==> config.mk <==
export PLATFORM = sky130hd
export DESIGN_NAME = bmp_24bit_to_16bit_converter
export DESIGN_NICKNAME = d
export VERILOG_FILES = /design/src/rtl/core/bmpc_pkg.sv /design/src/rtl/core/bmp_24bit_to_16bit_converter.sv /design/src/rtl/core/bmpc_in_reg.sv /design/src/rtl/core/bmpc_out_reg.sv /design/src/rtl/core/bmpc_parse.sv
export SDC_FILE = /design/constraint.sdc
export NUM_CORES = 1
export LEC_CHECK = 0
export ABC_AREA = 0
export BUFFER_PORTS_ARGS = -buffer_cell sky130_fd_sc_hd__buf_4
export CAP_MARGIN = 15
export CORE_MARGIN = 4
export CORE_UTILIZATION = 25
export DETAILED_ROUTE_END_ITERATION = 7
export SLEW_MARGIN = 25
export SYNTH_ARGS = -nofsm -noshare
export SYNTH_HDL_FRONTEND = slang
export SYNTH_SLANG_ARGS = --single-unit
==> constraint.sdc <==
create_clock -name aclk -period 7.25 [get_ports aclk]
set_clock_uncertainty 0.05 [all_clocks]
set_input_delay 0.725 -clock aclk [delete_from_list [all_inputs] [get_ports aclk]]
set_output_delay 0.725 -clock aclk [all_outputs]
set_load 0.005 [all_outputs]
==> src/rtl/core/bmpc_pkg.sv <==
package bmpc_pkg;

    // Header bytes held before the header can be decoded
    localparam int HOLD_LEN   = 30;
    localparam int HOLD_WORDS = HOLD_LEN / 2;

    // Default for the width/height range check
    localparam int DIM_BITS_DEF = 16;

    localparam logic [15:0] BPP_IN  = 16'd24;
    localparam logic [15:0] BPP_OUT = 16'd16;

    // Word indexes inside the held header (byte position / 2)
    localparam logic [3:0] W_FSIZE_LO = 4'd1;
    localparam logic [3:0] W_FSIZE_HI = 4'd2;
    localparam logic [3:0] W_OFF_LO   = 4'd5;
    localparam logic [3:0] W_OFF_HI   = 4'd6;
    localparam logic [3:0] W_WID_LO   = 4'd9;
    localparam logic [3:0] W_WID_HI   = 4'd10;
    localparam logic [3:0] W_HGT_LO   = 4'd11;
    localparam logic [3:0] W_HGT_HI   = 4'd12;
    localparam logic [3:0] W_BPP      = 4'd14;

    // Byte positions (odd, high byte) of the image size words past the hold
    localparam logic [31:0] POS_ISIZE_LO_HI = 32'd35;
    localparam logic [31:0] POS_ISIZE_HI_HI = 32'd37;

    // Pixel field positions in the 16-bit word
    localparam int GREEN_LSB = 6;
    localparam int RED_LSB   = 6 + 5;

    typedef struct packed {
        logic [7:0] file_byte;
        logic       start_of_file;
    } in_word_t;

    typedef struct packed {
        logic [15:0] out_word;
        logic        last_word;
        logic        unsupported;
    } res_word_t;

    function automatic logic [15:0] pack_pixel(input logic [4:0] blue,
                                               input logic [4:0] green,
                                               input logic [4:0] red);
        logic [15:0] w;
        w = '0;
        w[4:0]                 = blue;
        w[GREEN_LSB +: 5]      = green;
        w[RED_LSB +: 5]        = red;
        return w;
    endfunction

endpackage

==> src/rtl/core/bmp_24bit_to_16bit_converter.sv <==
// 24-bit to 16-bit BMP converter (5-bit blue, green, red at bits 4:0, 10:6,
// 15:11). Takes the file one byte per word on the s_ channel and returns
// 16-bit little-endian words on the m_ channel. Bytes 0-29 are held, then
// width, height, data offset and bit count are decoded; a file that is not
// 24-bit, has width/height at or above 2^DIM_BITS, or an odd data offset or
// one below 30 yields a single word with m_unsupported and m_last_word set,
// and the rest of the file is dropped. Otherwise the header comes back with
// file size, bit count and image size patched, followed by one word per
// blue/green/red triple (source row padding skipped, none added).
// s_start_of_file restarts the block on that byte. Rate: one byte per clock
// in the header tail and pixel data while m_ready holds. After byte 29 the
// input stalls for the width*height multiply, the file size add and the 15
// held header words, which leave through the single result register one per
// clock while m_ready holds. Bytes pass the input and result registers.
module bmp_24bit_to_16bit_converter
    import bmpc_pkg::*;
#(
    parameter int DIM_BITS = DIM_BITS_DEF
) (
    input  logic        aclk,
    input  logic        aresetn,
    input  logic        s_valid,
    output logic        s_ready,
    input  logic [7:0]  s_file_byte,
    input  logic        s_start_of_file,
    output logic        m_valid,
    input  logic        m_ready,
    output logic [15:0] m_out_word,
    output logic        m_last_word,
    output logic        m_unsupported
);

    in_word_t  s_word;
    in_word_t  in_word;
    logic      in_valid;
    logic      in_take;
    res_word_t res;
    res_word_t m_word;
    logic      res_valid;
    logic      res_ready;

    assign s_word.file_byte     = s_file_byte;
    assign s_word.start_of_file = s_start_of_file;

    // Input register: holds one byte until the parser takes it
    bmpc_in_reg u_in (
        .aclk    (aclk),
        .aresetn (aresetn),
        .s_valid (s_valid),
        .s_ready (s_ready),
        .s_word  (s_word),
        .take    (in_take),
        .valid   (in_valid),
        .word    (in_word)
    );

    // Header decode, patching, header burst and pixel packing
    bmpc_parse #(
        .DIM_BITS (DIM_BITS)
    ) u_parse (
        .aclk      (aclk),
        .aresetn   (aresetn),
        .in_valid  (in_valid),
        .in_word   (in_word),
        .in_take   (in_take),
        .res_valid (res_valid),
        .res_ready (res_ready),
        .res       (res)
    );

    // Result register: a finished word waits here until m_ready takes it
    bmpc_out_reg u_out (
        .aclk       (aclk),
        .aresetn    (aresetn),
        .push_valid (res_valid),
        .push_ready (res_ready),
        .push_word  (res),
        .m_valid    (m_valid),
        .m_ready    (m_ready),
        .m_word     (m_word)
    );

    assign m_out_word    = m_word.out_word;
    assign m_last_word   = m_word.last_word;
    assign m_unsupported = m_word.unsupported;

endmodule

==> src/rtl/core/bmpc_in_reg.sv <==
module bmpc_in_reg
    import bmpc_pkg::*;
(
    input  logic     aclk,
    input  logic     aresetn,
    input  logic     s_valid,
    output logic     s_ready,
    input  in_word_t s_word,
    input  logic     take,
    output logic     valid,
    output in_word_t word
);

    logic     valid_reg;
    in_word_t word_reg;

    assign s_ready = !valid_reg || take;
    assign valid   = valid_reg;
    assign word    = word_reg;

    always_ff @(posedge aclk) begin
        if (!aresetn) begin
            valid_reg <= 1'b0;
        end else if (s_ready) begin
            valid_reg <= s_valid;
        end
    end

    always_ff @(posedge aclk) begin
        if (s_valid && s_ready) begin
            word_reg <= s_word;
        end
    end

endmodule

==> src/rtl/core/bmpc_out_reg.sv <==
module bmpc_out_reg
    import bmpc_pkg::*;
(
    input  logic      aclk,
    input  logic      aresetn,
    input  logic      push_valid,
    output logic      push_ready,
    input  res_word_t push_word,
    output logic      m_valid,
    input  logic      m_ready,
    output res_word_t m_word
);

    logic      valid_reg;
    res_word_t word_reg;

    assign push_ready = !valid_reg || m_ready;
    assign m_valid    = valid_reg;
    assign m_word     = word_reg;

    always_ff @(posedge aclk) begin
        if (!aresetn) begin
            valid_reg <= 1'b0;
        end else if (push_ready) begin
            valid_reg <= push_valid;
        end
    end

    always_ff @(posedge aclk) begin
        if (push_valid && push_ready) begin
            word_reg <= push_word;
        end
    end

endmodule

==> src/rtl/core/bmpc_parse.sv <==
module bmpc_parse
    import bmpc_pkg::*;
#(
    parameter int DIM_BITS = DIM_BITS_DEF
) (
    input  logic      aclk,
    input  logic      aresetn,
    input  logic      in_valid,
    input  in_word_t  in_word,
    output logic      in_take,
    output logic      res_valid,
    input  logic      res_ready,
    output res_word_t res
);

    typedef enum logic [2:0] {
        PH_BUFFER, PH_CALC, PH_SUM, PH_BURST,
        PH_HEADER, PH_PIXELS, PH_PAD, PH_DONE
    } phase_t;

    phase_t              state_reg, state_next, eff_state, enter_state;
    logic [31:0]         pos_reg, pos_next, eff_pos, pos_inc;
    logic [3:0]          burst_reg, burst_next;
    logic [1:0]          pix_phase_reg, pix_phase_next;
    logic [1:0]          pad_reg, pad_next;
    logic [DIM_BITS-1:0] col_reg, col_next, row_reg, row_next;

    logic [15:0]         hold_reg [HOLD_WORDS];
    logic                hold_we;
    logic [DIM_BITS-1:0] width_reg, width_next, height_reg, height_next;
    logic [31:0]         off_reg, off_next;
    logic [31:0]         img_bytes_reg, img_bytes_next;
    logic [31:0]         fsize_reg, fsize_next;
    logic [7:0]          low_reg, low_next;
    logic [4:0]          blue_reg, blue_next, green_reg, green_next;
    logic                no_pix_reg, no_pix_next;

    logic [7:0]          b;
    logic [31:0]         dec_w, dec_h, dec_off, prod;
    logic [15:0]         dec_bpp, burst_word;
    logic                dec_bad, end_row, end_img;

    assign b           = in_word.file_byte;
    assign eff_state   = in_word.start_of_file ? PH_BUFFER : state_reg;
    assign eff_pos     = in_word.start_of_file ? '0 : pos_reg;
    assign pos_inc     = eff_pos + 32'd1;
    assign enter_state = no_pix_reg ? PH_DONE : PH_PIXELS;

    // header fields, byte 29 is the incoming byte
    assign dec_w   = {hold_reg[W_WID_HI], hold_reg[W_WID_LO]};
    assign dec_h   = {hold_reg[W_HGT_HI], hold_reg[W_HGT_LO]};
    assign dec_off = {hold_reg[W_OFF_HI], hold_reg[W_OFF_LO]};
    assign dec_bpp = {b, hold_reg[W_BPP][7:0]};
    assign dec_bad = (dec_bpp != BPP_IN) || ((dec_w >> DIM_BITS) != 32'd0)
                  || ((dec_h >> DIM_BITS) != 32'd0) || dec_off[0]
                  || (dec_off < 32'(HOLD_LEN));

    assign prod       = 32'(width_reg) * 32'(height_reg);
    assign burst_word = hold_reg[burst_reg];

    assign end_row = (col_reg == width_reg - DIM_BITS'(1));
    assign end_img = end_row && (row_reg == height_reg - DIM_BITS'(1));

    always_comb begin
        state_next     = state_reg;
        pos_next       = pos_reg;
        burst_next     = burst_reg;
        pix_phase_next = pix_phase_reg;
        pad_next       = pad_reg;
        col_next       = col_reg;
        row_next       = row_reg;
        width_next     = width_reg;
        height_next    = height_reg;
        off_next       = off_reg;
        img_bytes_next = img_bytes_reg;
        fsize_next     = fsize_reg;
        low_next       = low_reg;
        blue_next      = blue_reg;
        green_next     = green_reg;
        no_pix_next    = no_pix_reg;
        hold_we        = 1'b0;
        in_take        = 1'b0;
        res_valid      = 1'b0;
        res            = '0;

        unique case (state_reg)
            PH_CALC: begin
                img_bytes_next = {prod[30:0], 1'b0};
                state_next     = PH_SUM;
            end
            PH_SUM: begin
                fsize_next = img_bytes_reg + off_reg;
                burst_next = '0;
                state_next = PH_BURST;
            end
            PH_BURST: begin
                if (res_ready) begin
                    res_valid    = 1'b1;
                    res.out_word = burst_word;
                    if (burst_reg == W_FSIZE_LO) res.out_word = fsize_reg[15:0];
                    if (burst_reg == W_FSIZE_HI) res.out_word = fsize_reg[31:16];
                    if (burst_reg == W_BPP)      res.out_word = BPP_OUT;
                    res.last_word = (burst_reg == 4'(HOLD_WORDS - 1))
                                 && (off_reg == 32'(HOLD_LEN)) && no_pix_reg;
                    if (burst_reg == 4'(HOLD_WORDS - 1)) begin
                        state_next = (off_reg == 32'(HOLD_LEN)) ? enter_state : PH_HEADER;
                    end else begin
                        burst_next = burst_reg + 4'd1;
                    end
                end
            end
            default: begin
                if (in_valid && res_ready) begin
                    in_take = 1'b1;
                    unique case (eff_state)
                        PH_BUFFER: begin
                            hold_we    = 1'b1;
                            pos_next   = pos_inc;
                            state_next = PH_BUFFER;
                            if (eff_pos == 32'(HOLD_LEN - 1)) begin
                                if (dec_bad) begin
                                    res_valid       = 1'b1;
                                    res.last_word   = 1'b1;
                                    res.unsupported = 1'b1;
                                    state_next      = PH_DONE;
                                end else begin
                                    width_next     = dec_w[DIM_BITS-1:0];
                                    height_next    = dec_h[DIM_BITS-1:0];
                                    off_next       = dec_off;
                                    no_pix_next    = (dec_w == 32'd0) || (dec_h == 32'd0);
                                    pix_phase_next = '0;
                                    col_next       = '0;
                                    row_next       = '0;
                                    pad_next       = '0;
                                    state_next     = PH_CALC;
                                end
                            end
                        end
                        PH_HEADER: begin
                            if (pos_reg[0]) begin
                                res_valid    = 1'b1;
                                res.out_word = {b, low_reg};
                                if (pos_reg == POS_ISIZE_LO_HI) begin
                                    res.out_word = img_bytes_reg[15:0];
                                end
                                if (pos_reg == POS_ISIZE_HI_HI) begin
                                    res.out_word = img_bytes_reg[31:16];
                                end
                                res.last_word = (pos_inc == off_reg) && no_pix_reg;
                            end else begin
                                low_next = b;
                            end
                            pos_next = pos_inc;
                            if (pos_inc == off_reg) begin
                                state_next = enter_state;
                            end
                        end
                        PH_PIXELS: begin
                            case (pix_phase_reg)
                                2'd0: begin
                                    blue_next      = b[7:3];
                                    pix_phase_next = 2'd1;
                                end
                                2'd1: begin
                                    green_next     = b[7:3];
                                    pix_phase_next = 2'd2;
                                end
                                default: begin
                                    res_valid      = 1'b1;
                                    res.out_word   = pack_pixel(blue_reg, green_reg, b[7:3]);
                                    res.last_word  = end_img;
                                    pix_phase_next = 2'd0;
                                    if (end_img) begin
                                        state_next = PH_DONE;
                                    end else if (end_row) begin
                                        col_next = '0;
                                        row_next = row_reg + DIM_BITS'(1);
                                        // source rows pad to 4 bytes: pad = width mod 4
                                        pad_next = width_reg[1:0];
                                        if (width_reg[1:0] != 2'd0) begin
                                            state_next = PH_PAD;
                                        end
                                    end else begin
                                        col_next = col_reg + DIM_BITS'(1);
                                    end
                                end
                            endcase
                        end
                        PH_PAD: begin
                            pad_next = pad_reg - 2'd1;
                            if (pad_reg == 2'd1) begin
                                state_next = PH_PIXELS;
                            end
                        end
                        default: begin
                        end
                    endcase
                end
            end
        endcase
    end

    always_ff @(posedge aclk) begin
        if (!aresetn) begin
            state_reg     <= PH_BUFFER;
            pos_reg       <= '0;
            burst_reg     <= '0;
            pix_phase_reg <= '0;
            pad_reg       <= '0;
            col_reg       <= '0;
            row_reg       <= '0;
        end else begin
            state_reg     <= state_next;
            pos_reg       <= pos_next;
            burst_reg     <= burst_next;
            pix_phase_reg <= pix_phase_next;
            pad_reg       <= pad_next;
            col_reg       <= col_next;
            row_reg       <= row_next;
        end
    end

    always_ff @(posedge aclk) begin
        if (hold_we) begin
            if (eff_pos[0]) begin
                hold_reg[eff_pos[4:1]][15:8] <= b;
            end else begin
                hold_reg[eff_pos[4:1]][7:0] <= b;
            end
        end
        width_reg     <= width_next;
        height_reg    <= height_next;
        off_reg       <= off_next;
        img_bytes_reg <= img_bytes_next;
        fsize_reg     <= fsize_next;
        low_reg       <= low_next;
        blue_reg      <= blue_next;
        green_reg     <= green_next;
        no_pix_reg    <= no_pix_next;
    end

    a_calc_quiet: assert property (@(posedge aclk) disable iff (!aresetn)
        (state_reg == PH_CALC || state_reg == PH_SUM) |-> (!res_valid && !in_take))
        else $error("result or byte taken during size arithmetic");

    a_burst_stall: assert property (@(posedge aclk) disable iff (!aresetn)
        (state_reg == PH_BURST) |-> !in_take)
        else $error("byte taken during header burst");

    a_unsup_last: assert property (@(posedge aclk) disable iff (!aresetn)
        (res_valid && res.unsupported) |-> res.last_word)
        else $error("reject word without last flag");

    a_last_done: assert property (@(posedge aclk) disable iff (!aresetn)
        (res_valid && res_ready && res.last_word) |=> (state_reg == PH_DONE))
        else $error("stream continues after last word");

endmodule
# == Yosys cells after proc, flatten, opt, wreduce, memory -nomap -nowiden ==
# Memories as Yosys holds them, arrays and structs flattened. A register that Yosys moved wholly into a read port is not among the register bits.
# Index checks and enable logic that the tools add are counted.
# word_totals
register_bits,250
ramBits,240
out_inout_bits,20
word_cells,190
memories,1
# classes
addsub,8
multipliers,1
magnitude_cmp,1
n_eq_ne,32
n_mux,74
bitwise,6
reduce_logical,44
# mem_list
memory,depth,width,read_ports,rd_clocked_by_memory_dff,wr,line,rtl
u_parse.hold_reg,15,16,8,1,1,bmpc_parse.sv:28,logic [15:0] hold_reg [HOLD_WORDS];
# ops
cell,n
16-bit 2-to-1 mux,13
16-bit case mux with 2 select lines,3
"32-bit by 5-bit equality test with 1-bit output, second input constant",2
"32-bit by 6-bit equality test with 1-bit output, second input constant",2
32-bit logical NOT,2
32-bit nonzero test,2
17-bit 2-to-1 mux,3
3-bit 2-to-1 mux,13
17-bit case mux with 2 select lines,1
"16-bit by 1-bit adder with 16-bit output, second input constant",2
"32-bit by 1-bit adder with 32-bit output, second input constant",1
32-bit adder,1
16-bit equality test,2
32-bit equality test,1
"32-bit by 5-bit < comparator with 1-bit output, second input constant",1
32-bit 2-to-1 mux,1
"16-bit by 1-bit subtractor with 16-bit output, second input constant",2
16-bit by 16-bit multiplier with 31-bit output,1
1-bit 2-to-1 mux,18
18-bit 2-to-1 mux,1
2-bit 2-to-1 mux,8
4-bit 2-to-1 mux,4
"16-bit by 5-bit != test with 1-bit output, second input constant",1
8-bit AND reduction,2
39 further kinds,79

# == Logic depth before layout (Yosys ltp) ==
# An unclocked memory read counts as a cell.
# depth
depth_word,12
depth_mapped,25
mapped_depth_nobuf,23

# == Modules after synthesis ==
# Synthesis repeated with hierarchy kept, for this count alone.
# unflattened
hier_cells,2895
area_unflattened_um2,32821.5
# by_module_without_submodules
mod,n_inst,cells_per_inst,area_per_inst_um2,seq_area_each_um2
bmpc_parse,1,2858,31895.6,13653.1
bmpc_out_reg,1,23,598.1,560.5
bmpc_in_reg,1,14,327.8,290.3

# == Least setup slack after synthesis ==
# Ideal clock, no wire load.
# synth_timing
path_kind,reg-to-reg
from,register u_parse.height_reg[2]
to,register u_parse.img_bytes_reg[26] (data pin)
arrival_ns,6.039
required_time_ns,6.938
slack_ns,0.899
stages_incl_launch_ff,24
n_path_buf,2
path_cell_list,edfxtp_1 clkbuf_1 clkbuf_1 nand2_1 fa_1 fa_1 fa_1 inv_1 fa_1 fa_1 inv_1 fa_1 inv_1 ha_1 a21o_1 a221oi_1 nor2_1 a211oi_1 o21ai_0 a41oi_1 nor2b_1 nor2_1 a211oi_1 xnor2_1
# synth_via
elab_chain_len,1
# synth_lines
item,line,rtl
"start, declared",bmpc_parse.sv:30,"logic [DIM_BITS-1:0] width_reg, width_next, height_reg, height_next;"
"start signal, assigned",bmpc_parse.sv:232,height_reg <= height_next;
16-bit by 16-bit multiplier with 31-bit output,bmpc_parse.sv:58,assign prod = 32'(width_reg) * 32'(height_reg);
net u_parse.prod[25],bmpc_parse.sv:39,"logic [31:0] dec_w, dec_h, dec_off, prod;"
"end signal, assigned",bmpc_parse.sv:234,img_bytes_reg <= img_bytes_next;
"end, declared",bmpc_parse.sv:32,"logic [31:0] img_bytes_reg, img_bytes_next;"
# The timed path passes the listed nets, and every way through them passes these cells.
# A chain may end at the register's enable or synchronous reset.

# == Final worst setup path ==
# layout_timing
from,register u_parse.width_reg[13]
to,register u_parse.img_bytes_reg[26] (data pin)
# layout_via
elab_chain_len,1
# layout_lines
item,line,rtl
"start, declared",bmpc_parse.sv:30,
"start signal, assigned",bmpc_parse.sv:231,width_reg <= width_next;
16-bit by 16-bit multiplier with 31-bit output,bmpc_parse.sv:58,
net u_parse.prod[25],bmpc_parse.sv:39,
# The timed path passes the listed nets, and every way through them passes these cells.

==> results.md <==
- The leakage power is about 13 nW.
- The number of max-slew violations in the final report is 0.
- Of the cells placed in the final design, the portion with a size suffix greater than 1 is 9.594%.
- The routed via count is roughly 23000.
- The final reports fail on design-rule violations.
- For the pin with the worst max-slew slack, the measured transition is 1.108 ns.
- After synthesis the netlist holds a flip-flop and latch count of 510.
- The die footprint is 0.1381 mm2.
- The number of setup buffers added after CTS is 0.
- Broken down by cell family, the worst path's largest delay share belongs to adder cells.
- The worst setup timing slack at the placement stage is 0.5393 ns.
- The total power after layout is 5.994 mW.
- The pre-antenna-repair detailed-routing pass consisted of 8 iterations.
- Detailed placement finished with a half-perimeter wire length of 70.20 mm.
- Yosys mapped a number of flops with a built-in enable equal to 429.
- The fraction of met1 tracks used by global routing is 17.96%.
- The wire length of the first global-routing pass is 143.7 mm.
- Data on the critical path is required at its endpoint by 7.57 ns.
- The number of endpoints failing setup at the final stage is 0.
- The max-capacitance violation count is 0.
- Fill cells in the final layout number between 10000 and 15000.
- Global routing consumed, on the met2 layer, between 20% and 30% of the routing resources.
- The worst-case hold path end point is u_in.word[3].
- The worst-case reg-to-reg path depth is 21.
- During synthesis, Yosys emitted a total of 0 warnings.
- By area the synthesized netlist is led by edfxtp_1 39%, fa_1 12%, mux4_2 5.5%.
- Among all flip-flop cells after synthesis, the most frequent one is edfxtp_1.
- The worst pin sits at a relative slew slack of roughly a quarter.
- The worst register-to-register path ends at u_parse.img_bytes_reg[26].
- The area after detailed placement is between 0.03 and 0.04 mm2.
- The share of the clock period used by the worst path after layout is 93.25%.
- The synthesis-to-layout area growth is 12.19%.
- The hold violation count in the final report was 0.
- At the worst endpoint, the arrival time is 7.08 ns.
- The number of placement rows is 133.
- The number of instances resized during post-cts repair is 0.
- No sink is reached through more buffers than the 3 on the longest clock path.
- The flip-flop count of the largest register, all copies and words added is between 200 and 300.
- The capturing element type of the critical path is a flop.
- In this run the vertical extent of the chip is 371.6 um.
- The number of antenna violations at the first check in global routing was 7.
- The kind of launch point of the worst setup path is a flop.
- The count of nets left with antenna violations once routing finished came out at 0.
- TritonCTS built the clock tree.
- Port buffering added 32 buffers.
- The global placement routability congestion is 0.8936.
- The final worst hold slack is 0.2168 ns.
- The ratio of total power to cell area is 161.6 mW/mm2.
- The min-delay analysis places its worst path in the category in -> reg.
- The clock reaches the later pin of the worst-skew pair after around 0.64 ns.
- Once layout is complete, the utilization of the core stands at 28.21%.
- The startpoint identified for the worst register-to-register timing path is u_parse.width_reg[13].
- The biggest area contributor in the post-synthesis netlist is edfxtp_1.
- The number of global-route vias before repair is 22807.
- The maximum achievable frequency is around 0.15 GHz.
- The signal on the critical path passes through nand2_1, fa_1, fa_1, inv_1, fa_1, fa_1, fa_1, inv_1, fa_1, inv_1, ha_1, a21o_1, a21o_1, a21o_1, a211oi_1, o21ai_0, a41oi_1, nor2b_1, nor2_1, a211oi_1, xnor2_1.
- The area share of the leading cell type in the synthesized netlist is between 30% and 40%.
- Synthesis produced a netlist with a net count of 3306.
- The post-placement cell count is 4640.
- The floorplan step set the die width to 371.6 um.
- The launch point of the worst hold path is s_file_byte[2].
- On the worst path, the slowest cell contributes a delay of 0.88 ns.
- The count of buffer and inverter cells on the critical path is 3.
- For the finished layout, the period the worst path requires is 6.761 ns.
- The global routing usage summed across all routing layers is 13.50%.
- Counting every instance in the synthesized netlist gives 2958.
- The maximum fanout along the worst path is 19.
- The finished cells cover 0.03709 mm2.
- Setup repair after global routing left no endpoint under its margin.
- Entering global routing, the biggest net connects just over 60 pins.
- The net count of the finished layout is 3288.
- After synthesis, the share of flip-flops with an asynchronous set or reset is 0%.
- Pin placement for this block handled 33 I/O pins.
- The dominant cell type by count on the critical path is fa_1.
- The setup slack of the critical path after layout is 0.4894 ns.
- Using the TritonRoute via totals, the vias-per-cell ratio works out to between 4 and 5.
- The total DRC errors in the routed layout is 1.
- The iteration-0 DRC count of the detailed router is between 2000 and 2500.
- In this run the clock root is driven by a clkbuf_16.
- The distinct cell type count after synthesis is 74.
- The critical path is of the reg -> reg type.
- The sum of negative setup slack is 0 ns.
- Counting the buffers created by CTS gives 52.
- Summing the sequential cell areas from Yosys gives 43.87% of the chip area.
- In this run the most used layer during global routing was met2.
- The region available for standard cell placement spans 0.1315 mm2.
- Counting instances, the worst hold path has a depth of 1.
- The fraction of met3 tracks used by global routing is 2.325%.
- The number of H-tree levels is 2.
- The post-CTS clock slew at the launch and capture registers of the worst setup and hold paths is 0.07 ns.
- The cts-stage hold buffer count is 0.
- Wires add up to 94.43 mm.
- The cell type of the slowest stage on the worst timing path is edfxtp_1.
- After global routing the overflow that remains totals 0.
- The flow ran to the end, but the final reports show violations.
- The mean area per synthesized cell is 11.18 um2.
- The finished layout holds 4737 standard cells, fillers aside.
- The initial core utilization is 25.15%.
- The largest voltage drop on the vdd net is 0.0001823 V.
- After detailed routing, the average wire length per cell comes to ~20 um.
- The minimum setup slack among reg-to-reg paths is 0.49 ns.
- The tree built by TritonCTS fans out to 510 sinks.
- The synthesized netlist occupies a cell area of around 0.033 mm2.
final cells by class:
cell class                      instances  area [um2]  share of cell area, %
Clock inverter                         37       356.6                 0.9614
Timing Repair Buffer                   97       748.2                  2.017
Antenna cell                            1       2.502               0.006747
Multi-Input combinational cell       2008       16940                  45.66
Sequential cell                       510       14510                  39.12
Tap cell                             1755        2196                  5.920
Clock buffer                           58        1324                  3.569
Inverter                              271        1017                  2.743
cells in the mapped netlist (34+ instances only):
| master | instances |
|---|---|
| nor2b_1 | 38 |
| and2_1 | 122 |
| o21ai_0 | 94 |
| nand2_1 | 263 |
| clkbuf_1 | 150 |
| a21oi_1 | 109 |
| xnor2_1 | 113 |
| xor2_1 | 43 |
| nand3_1 | 58 |
| mux2i_1 | 36 |
| fa_1 | 194 |
| nor2_1 | 188 |
| edfxtp_1 | 429 |
| mux4_2 | 80 |
| nor4_1 | 69 |
| dfxtp_1 | 81 |
| nor3_1 | 61 |
| ha_1 | 141 |
| nand4_1 | 34 |
| inv_1 | 271 |
cell usage in the layout (no fill, tap or decap), types with 16 or more instances in the layout:
cell         n
edfxtp_1   429
inv_1      271
nand2_1    263
fa_1       194
nor2_1     186
ha_1       141
and2_1     122
xnor2_1    113
a21oi_1    109
buf_4       96
o21ai_0     92
mux4_2      80
dfxtp_1     79
nor4_1      69
nor3_1      60
nand3_1     58
clkbuf_16   52
xor2_1      43
nor2b_1     37
mux2i_1     36
nand4_1     34
a21o_1      23
o22ai_1     22
and3_1      21
a211oi_1    21
or3_1       21
nand2b_1    20
a21boi_0    19
a22oi_1     16
cell families after synthesis:
kind of cell | after synthesis | share of synthesized area (%)
xor gates and xnor gates | 157 | 4.201
muxes | 120 | 6.676
and+or+nand+nor | 973 | 15.03
buffers and inverters | 440 | 5.015
AOI/OAI and AO/OA | 423 | 8.126
DFF | 510 | 43.87
adders and majority gates | 335 | 17.08
power by group:
group | internal, mW | total (mW) | switching [mW]
sequential | 3.17 | 3.18 | 0.00764
clock | 1.45 | 2.68 | 1.23
combinational | 0.0340 | 0.134 | 0.100
total | 4.65 | 5.99 | 1.34
how the worst max path moves through the flow:
stage,startpoint,end,slack [ns],cells past startpoint
2_1_floorplan,u_parse.height_reg[2],u_parse.img_bytes_reg[26],0.90,23
3_3_place_gp,u_parse.height_reg[6],u_parse.img_bytes_reg[26],0.56,22
3_5_place_dp,u_parse.width_reg[14],u_parse.img_bytes_reg[26],0.54,21
4_1_cts,u_parse.width_reg[14],u_parse.img_bytes_reg[26],0.53,21
5_1_grt,u_parse.width_reg[9],u_parse.img_bytes_reg[26],0.04,22
6_report,u_parse.width_reg[13],u_parse.img_bytes_reg[26],0.49,21
metal layers:
metal  wire length [um]  up-vias  part of all wire [%]
li1                   -    10453                     -
met1              39630    11687                    42
met2              44360      871                    47
met3               6797      164                   7.2
met4               3597        6                   3.8
met5                 37        -                 0.039
No activity file was read; power rests on OpenSTA's default activity.
